### src/rtl/lpq_pkg.sv
// ----------------------------------------------------------------------------
// lpq_pkg: shared types and constants for the lottery priority ready queues
// Command codes, payload structs, controller states and the command bundle.
// ----------------------------------------------------------------------------
`default_nettype none
package lpq_pkg;
	localparam int TASKS  = 16;
	localparam int QUEUES = 8;
	localparam int LEVELS = 5;
	localparam int TW = $clog2(TASKS);
	localparam int QW = $clog2(QUEUES);
	localparam int LW = TW + 1;               // link width, code TASKS is null
	localparam int MW = QW + 1;               // tag width, QUEUES means none
	localparam logic [LW-1:0] NIL = LW'(TASKS);
	localparam logic [MW-1:0] NO_Q = MW'(QUEUES);

	typedef enum logic [2:0] {
		CMD_PUSH = 3'd0, CMD_PUSH_PRI = 3'd1, CMD_POP = 3'd2,
		CMD_LOTTERY = 3'd3, CMD_REMOVE = 3'd4, CMD_TEST = 3'd5
	} cmd_t;

	localparam logic [1:0] ST_DONE  = 2'd0;
	localparam logic [1:0] ST_EMPTY = 2'd1;
	localparam logic [1:0] ST_NOTIN = 2'd2;

	typedef struct packed {
		logic [2:0] command;
		logic [3:0] task_req;
		logic [2:0] queue_sel;
		logic [2:0] priority_req;
		logic [6:0] rand_value;
	} in_word_t;

	typedef struct packed {
		logic [1:0] status;
		logic [3:0] task_out;
		logic       found;
		logic [3:0] next_task;
		logic       next_valid;
		logic [7:0] empty_mask;
	} out_word_t;

	typedef enum logic [1:0] {S_IDLE, S_UNLINK, S_APPEND, S_OUT} state_t;

	typedef struct packed {
		logic capture;   // latch the input word, decode
		logic unlink;    // unlink the latched target task
		logic append;    // append the latched task to its queue
		logic result;    // load the output register
	} ctl_t;

	typedef struct packed {
		logic do_unlink;
		logic do_append;
	} sts_t;

	function automatic logic [QW:0] lottery_level(input logic [6:0] r);
		if (r >= 7'd1 && r <= 7'd10)  return (QW+1)'(0);
		if (r >= 7'd12 && r <= 7'd22) return (QW+1)'(1);
		if (r >= 7'd24 && r <= 7'd36) return (QW+1)'(2);
		if (r >= 7'd38 && r <= 7'd52) return (QW+1)'(3);
		if (r >= 7'd54 && r <= 7'd71) return (QW+1)'(4);
		return (QW+1)'(LEVELS);
	endfunction
endpackage
`default_nettype wire

### src/rtl/lpq_ctrl.sv
// ----------------------------------------------------------------------------
// lpq_ctrl: command sequencer
// Steps one word through decode, unlink, append and result.
// ----------------------------------------------------------------------------
`default_nettype none
module lpq_ctrl (
	input  wire  clk,
	input  wire  arst_n,
	input  wire  in_valid,
	output logic in_ready,
	output logic out_valid,
	input  wire  out_ready,
	input  lpq_pkg::sts_t sts,
	output lpq_pkg::ctl_t ctl
);
	lpq_pkg::state_t state_q, state_d;
	logic out_valid_q;

	always_ff @(posedge clk or negedge arst_n) begin
		if (!arst_n) begin
			state_q     <= lpq_pkg::S_IDLE;
			out_valid_q <= 1'b0;
		end else begin
			state_q <= state_d;
			if (ctl.result)
				out_valid_q <= 1'b1;
			else if (out_ready)
				out_valid_q <= 1'b0;
		end
	end

	assign out_valid = out_valid_q;

	always_comb begin
		state_d  = state_q;
		ctl      = '0;
		in_ready = 1'b0;
		case (state_q)
			lpq_pkg::S_IDLE: begin
				in_ready = 1'b1;
				if (in_valid) begin
					ctl.capture = 1'b1;
					state_d = lpq_pkg::S_UNLINK;
				end
			end
			lpq_pkg::S_UNLINK: begin
				ctl.unlink = sts.do_unlink;
				state_d = lpq_pkg::S_APPEND;
			end
			lpq_pkg::S_APPEND: begin
				ctl.append = sts.do_append;
				state_d = lpq_pkg::S_OUT;
			end
			lpq_pkg::S_OUT: begin
				// hold until the previous result has left
				if (!out_valid_q || out_ready) begin
					ctl.result = 1'b1;
					state_d = lpq_pkg::S_IDLE;
				end
			end
			default: state_d = lpq_pkg::S_IDLE;
		endcase
	end
endmodule
`default_nettype wire

### src/rtl/lpq_dp.sv
// ----------------------------------------------------------------------------
// lpq_dp: queue datapath
// Link tables, member tags, head and tail pointers and result forming.
// ----------------------------------------------------------------------------
`default_nettype none
module lpq_dp (
	input  wire  clk,
	input  wire  arst_n,
	input  lpq_pkg::in_word_t  in_word,
	input  lpq_pkg::ctl_t      ctl,
	output lpq_pkg::sts_t      sts,
	output lpq_pkg::out_word_t out_word
);
	localparam int TW = lpq_pkg::TW;
	localparam int QW = lpq_pkg::QW;
	localparam int LW = lpq_pkg::LW;
	localparam int MW = lpq_pkg::MW;

	logic [LW-1:0] next_q [lpq_pkg::TASKS];
	logic [LW-1:0] prev_q [lpq_pkg::TASKS];
	logic [MW-1:0] tag_q  [lpq_pkg::TASKS];
	logic [LW-1:0] head_q [lpq_pkg::QUEUES];
	logic [LW-1:0] tail_q [lpq_pkg::QUEUES];

	// latched decode of the word in hand
	logic [TW-1:0] tgt_q;       // task to unlink
	logic [TW-1:0] app_task_q;
	logic [QW-1:0] app_q_q;
	logic          do_unlink_q, do_append_q;
	logic [1:0]    status_q;
	logic [3:0]    task_out_q, next_task_q;
	logic          found_q, next_valid_q;
	lpq_pkg::out_word_t out_q;

	// capture decode
	logic [2:0]    cmd;
	logic [TW-1:0] tr;
	logic [QW-1:0] qs;
	logic [2:0]    pri;
	logic [QW:0]   lv;
	logic [LW-1:0] lv_head;
	logic [LW-1:0] qs_head;
	logic [MW-1:0] tr_tag;
	logic [TW-1:0] d_tgt, d_app_task;
	logic [QW-1:0] d_app_q;
	logic          d_unl, d_app, d_found, d_nv;
	logic [1:0]    d_status;
	logic [3:0]    d_tout, d_next;

	always_comb begin
		cmd     = in_word.command;
		tr      = TW'(in_word.task_req);
		qs      = QW'(in_word.queue_sel);
		pri     = in_word.priority_req;
		lv      = lpq_pkg::lottery_level(in_word.rand_value);
		lv_head = head_q[QW'(lv)];
		qs_head = head_q[qs];
		tr_tag  = tag_q[tr];
		d_tgt = tr; d_app_task = tr; d_app_q = qs;
		d_unl = 1'b0; d_app = 1'b0; d_found = 1'b0; d_nv = 1'b0;
		d_status = lpq_pkg::ST_DONE; d_tout = '0; d_next = '0;
		if (pri < 3'd1) pri = 3'd1;
		if (pri > 3'(lpq_pkg::LEVELS)) pri = 3'(lpq_pkg::LEVELS);
		case (cmd)
			lpq_pkg::CMD_PUSH, lpq_pkg::CMD_PUSH_PRI: begin
				if (cmd == lpq_pkg::CMD_PUSH_PRI)
					d_app_q = QW'(pri - 3'd1);
				d_unl = (tr_tag != lpq_pkg::NO_Q);
				d_app = 1'b1;
			end
			lpq_pkg::CMD_POP: begin
				if (qs_head == lpq_pkg::NIL) begin
					d_status = lpq_pkg::ST_EMPTY;
				end else begin
					d_tgt  = TW'(qs_head);
					d_tout = 4'(qs_head);
					d_unl  = 1'b1;
				end
			end
			lpq_pkg::CMD_LOTTERY: begin
				if (lv >= (QW+1)'(lpq_pkg::LEVELS) || lv_head == lpq_pkg::NIL) begin
					d_status = lpq_pkg::ST_EMPTY;
				end else begin
					d_tgt  = TW'(lv_head);
					d_tout = 4'(lv_head);
					d_unl  = 1'b1;
				end
			end
			lpq_pkg::CMD_REMOVE: begin
				if (tr_tag != MW'(qs)) begin
					d_status = lpq_pkg::ST_NOTIN;
				end else begin
					d_unl = 1'b1;
					if (next_q[tr] != lpq_pkg::NIL) begin
						d_nv   = 1'b1;
						d_next = 4'(next_q[tr]);
					end
				end
			end
			lpq_pkg::CMD_TEST: d_found = (tr_tag == MW'(qs));
			default: ;
		endcase
	end

	// unlink path on the latched target, and the append tail lookup
	logic [MW-1:0] u_tag;
	logic [LW-1:0] u_p, u_n;
	logic [LW-1:0] a_tl;
	always_comb begin
		u_tag = tag_q[tgt_q];
		u_p   = prev_q[tgt_q];
		u_n   = next_q[tgt_q];
		a_tl  = tail_q[app_q_q];
	end

	always_ff @(posedge clk or negedge arst_n) begin
		if (!arst_n) begin
			for (int i = 0; i < lpq_pkg::TASKS; i++) tag_q[i] <= lpq_pkg::NO_Q;
			for (int i = 0; i < lpq_pkg::QUEUES; i++) begin
				head_q[i] <= lpq_pkg::NIL;
				tail_q[i] <= lpq_pkg::NIL;
			end
		end else if (ctl.unlink) begin
			if (u_p == lpq_pkg::NIL) head_q[QW'(u_tag)] <= u_n;
			if (u_n == lpq_pkg::NIL) tail_q[QW'(u_tag)] <= u_p;
			tag_q[tgt_q] <= lpq_pkg::NO_Q;
		end else if (ctl.append) begin
			if (a_tl == lpq_pkg::NIL) head_q[app_q_q] <= LW'(app_task_q);
			tail_q[app_q_q] <= LW'(app_task_q);
			tag_q[app_task_q] <= MW'(app_q_q);
		end
	end

	// link tables: no reset, read only for queued tasks
	always_ff @(posedge clk) begin
		if (ctl.unlink) begin
			if (u_p != lpq_pkg::NIL) next_q[TW'(u_p)] <= u_n;
			if (u_n != lpq_pkg::NIL) prev_q[TW'(u_n)] <= u_p;
			next_q[tgt_q] <= lpq_pkg::NIL;
			prev_q[tgt_q] <= lpq_pkg::NIL;
		end else if (ctl.append) begin
			prev_q[app_task_q] <= a_tl;
			next_q[app_task_q] <= lpq_pkg::NIL;
			if (a_tl != lpq_pkg::NIL) next_q[TW'(a_tl)] <= LW'(app_task_q);
		end
	end

	always_ff @(posedge clk) begin
		if (ctl.capture) begin
			tgt_q <= d_tgt; app_task_q <= d_app_task; app_q_q <= d_app_q;
			do_unlink_q <= d_unl; do_append_q <= d_app;
			status_q <= d_status; task_out_q <= d_tout; found_q <= d_found;
			next_task_q <= d_next; next_valid_q <= d_nv;
		end
		if (ctl.result) begin
			out_q.status     <= status_q;
			out_q.task_out   <= task_out_q;
			out_q.found      <= found_q;
			out_q.next_task  <= next_task_q;
			out_q.next_valid <= next_valid_q;
			for (int i = 0; i < 8; i++)
				out_q.empty_mask[i] <= (i < lpq_pkg::QUEUES) ?
					(head_q[QW'(i)] == lpq_pkg::NIL) : 1'b0;
		end
	end

	assign sts.do_unlink = do_unlink_q;
	assign sts.do_append = do_append_q;
	assign out_word = out_q;
endmodule
`default_nettype wire

### src/rtl/lottery_priority_ready_queues.sv
// ----------------------------------------------------------------------------
// lottery_priority_ready_queues: multilevel lottery ready queues
// Doubly linked FIFO queues of task IDs with push, pop, lottery pop,
// remove and membership test.
// ----------------------------------------------------------------------------
//  channel | valid     | ready     | word
//  in      | in_valid  | in_ready  | in_word  (lpq_pkg::in_word_t)
//  out     | out_valid | out_ready | out_word (lpq_pkg::out_word_t)
//
//  A word passes through four steps: capture and decode, unlink, append,
//  result. The link tables have one write path, so unlink and append of a
//  move are split over separate steps; the sequencer takes a new word only
//  once the last one has passed its result step.
//  Reset empties every queue and marks every task unqueued.
//  A result waiting in the output register stalls only the result step.
`default_nettype none
module lottery_priority_ready_queues (
	input  wire  clk,
	input  wire  arst_n,
	input  wire  in_valid,
	output logic in_ready,
	input  lpq_pkg::in_word_t in_word,
	output logic out_valid,
	input  wire  out_ready,
	output lpq_pkg::out_word_t out_word
);
	lpq_pkg::ctl_t ctl;
	lpq_pkg::sts_t sts;

	// sequence the word through the datapath
	lpq_ctrl u_ctrl (
		.clk(clk), .arst_n(arst_n),
		.in_valid(in_valid), .in_ready(in_ready),
		.out_valid(out_valid), .out_ready(out_ready),
		.sts(sts), .ctl(ctl)
	);

	// hold the queue state and form the result
	lpq_dp u_dp (
		.clk(clk), .arst_n(arst_n),
		.in_word(in_word), .ctl(ctl), .sts(sts), .out_word(out_word)
	);
endmodule
`default_nettype wire

### config.mk
export PLATFORM = sky130hd
export DESIGN_NAME = lottery_priority_ready_queues
export DESIGN_NICKNAME = d
export VERILOG_FILES = /design/src/rtl/lpq_pkg.sv /design/src/rtl/lpq_ctrl.sv /design/src/rtl/lpq_dp.sv /design/src/rtl/lottery_priority_ready_queues.sv
export SDC_FILE = /design/constraint.sdc
export NUM_CORES = 1
export LEC_CHECK = 0
export BUFFER_PORTS_ARGS = -buffer_cell sky130_fd_sc_hd__clkbuf_2
export CAP_MARGIN = 25
export CORE_ASPECT_RATIO = 1.1
export CORE_MARGIN = 10
export CORE_UTILIZATION = 33
export CTS_BUF_LIST = sky130_fd_sc_hd__clkbuf_8
export DETAILED_ROUTE_END_ITERATION = 10
export PLACE_DENSITY = 0.47
export SYNTH_ARGS = -nofsm -noshare
export SYNTH_HDL_FRONTEND = slang
export SYNTH_SLANG_ARGS = --single-unit
### constraint.sdc
create_clock -name clk -period 5.4 [get_ports clk]
set_clock_uncertainty 0.05 [all_clocks]
set_input_delay 0.54 -clock clk [delete_from_list [all_inputs] [get_ports clk]]
set_output_delay 0.54 -clock clk [all_outputs]
set_load 0.005 [all_outputs]
==> results.cfg <==
[outcome]
status = complete, no violations

[global_route]
grt_overflow_total = 0
grt_max_degree = 88
grt_pass1_wl_microns = 98400
grt_pass1_vias = 14938
grt_util_all_layers_pct = 18.8
antenna_found_initial = 0

[yosys]
synth_seq_cells = 352
synth-seq-area-share_pct = 47.1
syn_inst = 1703
syn_area_per_cell_sq_um = 11.3
yosys_warnings = 0
synth_enable_flop_cells = 121
synth_top_area_cell = edfxtp_1
netlist.area_leader.share_pct = 19.0
syn_area_sq_mm = 0.0192
async_flop_share_pct = 41.8
synth.distinct_cells = 79
synthTopCellsByArea = edfxtp_1, dfrtp_1, mux4_2
synth_flop_cell = edfxtp_1

[timing]
fmax_ghz = 0.216
final.setup.tns_ns = 0
hold_viol = 0
period_share_pct = 85.6
max-slew-margin-rel_pct = 26.8
rsz0062_at_grt = no
worstMarginPinSlew_ns = 1.09
hold_ws_ns = 0.0983
maxSlewViolCount = 0
min_period_ns = 4.62
finalSetupViolCount = 0
setup_ws_ns = 0.775

[routing]
dr.first_iter.drc_count = 1227
route.met2.wl_microns = 31600
vias = 14715
routed_wl_microns = 65900
drtPass1Iterations = 5
drt-vias-per-instance = 5.82
route.detailed.drc = 0
ant_nets = 0
wl_per_cell_microns = 26.1
topRoutingLayerUsed = met4
wl_met3_microns = 4160
wl_met1_microns = 27900

[worst_setup_path]
start_kind = flip-flop
worstPathMaxFanout = 24
crit_slowest_cell = edfxtp_1
reg2reg_slack_ns = 0.78
worstPathArrival_ns = 4.84
cpPeakStageDelay_ns = 0.94
reg2reg_depth = 7
crit-reg2reg-capture = u_dp.next_q[2][4]
cp_data_required_time_ns = 5.61
cp_cell_sequence = mux2i_1 -> nor3_1 -> nor4_1 -> a31oi_1 -> o21ai_1 -> nand2_1 -> o21ai_0
crit_type = flip-flop to flip-flop
worstReg2RegStart = u_dp.app_q_q[2]
end_kind = flip-flop

[layout]
nFillCells = 5593
final_layout_size_suffix_gt1_share_pct = 22.2
nets = 1753
multi_input_area_sq_mm = 0.00953
diodes = 0
seqCellArea_sq_mm = 0.00904
design_area_sq_mm = 0.0215
syn_to_final_growth_pct = 12.1

[clocking]
cts_sinks = 352
clk_path_buf_depth = 3
ctsResizeCount = 0
clkTransAtPathRegs_ns = 0.07
insertion_delay_ns = 0.66
h-tree-depth = 3
cts_tree = done
numCtsBuffers = 66
cts_root_buf = clkbuf_8

[worst_hold_path]
holdPathStages = 1
min_path_type = input pin to flip-flop
hold_path_end = u_dp.app_task_q[3]
hold_path.startpoint = in_word[16]

[die]
fp.dieW_microns = 250
die_h_microns = 273
num_io_pins = 46
start_util_pct = 33.4
core_area_sq_mm = 0.0574
dieArea_sq_mm = 0.0681
rows = 92

[pwr]
leakage_uw = 0.00856
p_per_area_mw_per_mm2 = 542
vdd_drop_max_uv = 240
power_uw = 11600

[place]
place_hpwl_microns = 46700
port_buffers = 41
placed_cell_area_sq_mm = 0.0201
gp_congestion = 0.878
pre_cts_ws_ns = 0.981

[flow_run]
drv_cap = 0
## how the worst max path moves through the flow
stage | from | to | slack (ns) | depth (start not counted)
after global routing | u_dp.app_q_q[2] | u_dp.next_q[2][4] | 0.56 | 7
after floorplan | in_word[13] | u_dp.next_valid_q | 2.04 | 7
after detailed placement | u_dp.app_q_q[2] | u_dp.next_q[2][1] | 0.98 | 7
after global placement | u_dp.app_q_q[2] | u_dp.next_q[2][0] | 1.01 | 7
final | u_dp.app_q_q[2] | u_dp.next_q[2][4] | 0.78 | 7
after CTS | u_dp.app_q_q[2] | u_dp.next_q[2][4] | 0.93 | 7
## power by group
group | internal [uW] | leakage (uW) | switching [uW]
logic | 1740 | 0.00409 | 2670
registers | 3790 | 0.00369 | 724
clock network | 1500 | 0.000777 | 1220
total | 7030 | 0.00856 | 4610
## layout by cell type (no fill, tap or decap), drive strengths merged, types with 20 or more instances in the layout
cell type / n
mux4: 125
nor3: 46
nand3: 20
clkbuf: 117
o2bb2ai: 24
and2: 22
buf: 38
nor2: 180
dfrtp: 115
dfxtp: 84
edfxtp: 121
a21oi: 51
o21a: 41
inv: 46
mux2i: 117
dfstp: 32
mux2: 39
o21ai: 156
nand2: 146
a22oi: 38
## layer usage
layer	GRT usage, %	vias to the layer above
li1	-	6472
met1	24.1	7525
met2	31.1	586
met3	3.22	132
met4	7.79	0
met5	0	-
## sequential cells by signal (all words and copies together), names as in the netlist, named ones only
register and cells:
u_dp.head_q 40, u_dp.app_q_q 3, u_dp.tgt_q 4, u_dp.status_q 2, u_dp.do_append_q 1, u_dp.do_unlink_q 1
u_dp.tail_q 40, u_ctrl.state_q 2, u_dp.next_q 80, u_dp.prev_q 80, u_ctrl.out_valid 1, u_dp.out_word 16
u_dp.task_out_q 4, u_dp.found_q 1, u_dp.tag_q 64, u_dp.app_task_q 4, u_dp.next_task_q 4, u_dp.next_valid_q 1
## through the flow
stage | cells | utilization (%)
3_3_place_gp | 2407 | 35.0
3_5_place_dp | 2407 | 35.0
4_1_cts | 2529 | 37.4
6_report | 2529 | 37.4
2_1_floorplan | 1706 | -
5_1_grt | 2529 | 37.4
## what timing repair did
action / in CTS / in global routing
hold buffers: 1 / 0
setup endpoints to repair: 0 / 0
endpoints found under the hold margin: 70 / 0
setup buffers: 0 / 0
## Yosys cell counts (6+ instances only)
cell,instances
mux4_2,125
clkbuf_1,86
dfrtp_1,115
o2bb2ai_1,24
inv_1,22
nor2b_1,14
o22ai_1,14
nand3_1,20
and2_1,20
buf_1,12
or3_1,6
dfstp_2,32
buf_4,6
a211o_1,11
a21oi_1,51
o211ai_1,8
nor4_1,7
nor2_1,176
o21a_1,41
nor3_1,44
buf_2,23
o21ai_0,149
nand2b_1,16
nand2_1,144
and3_1,13
mux2_2,35
mux2i_1,117
nand3b_1,7
a31oi_1,8
a22oi_1,38
a21boi_0,7
o22a_1,8
edfxtp_1,121
a211oi_1,7
dfxtp_1,84
o21ai_1,7
## cell families (layout without fill, tap and decap cells)
group | Yosys count | count (layout) | synth area share [%]
buffers and inverters | 151 | 222 | 3.30
adder cells (fa/ha/maj) | 5 | 5 | 0.326
multiplexers | 281 | 281 | 23.1
AND/OR/NAND/NOR | 511 | 511 | 12.7
other | 1 | 4 | 0.0196
AO/OA/AOI/OAI | 398 | 398 | 13.3
XOR/XNOR | 4 | 4 | 0.183
flip-flops | 352 | 352 | 47.1
## cell type report
class	count	share of cell area, %
multi-input combinational	1203	44.4
sequential	352	42.1
clock buffer	77	4.93
tap	752	4.38
timing repair buffer	79	2.44
clock inverter	44	1.42
inverter	22	0.384
## critical path, delay by kind of cell (launching register included)
kind	cells	cell delay [ns]
muxes	1	0.27
and+or+nand+nor	3	1.38
AOI/OAI and AO/OA	3	1.58
DFF	1	0.94
(Power assumes the default switching activity.)
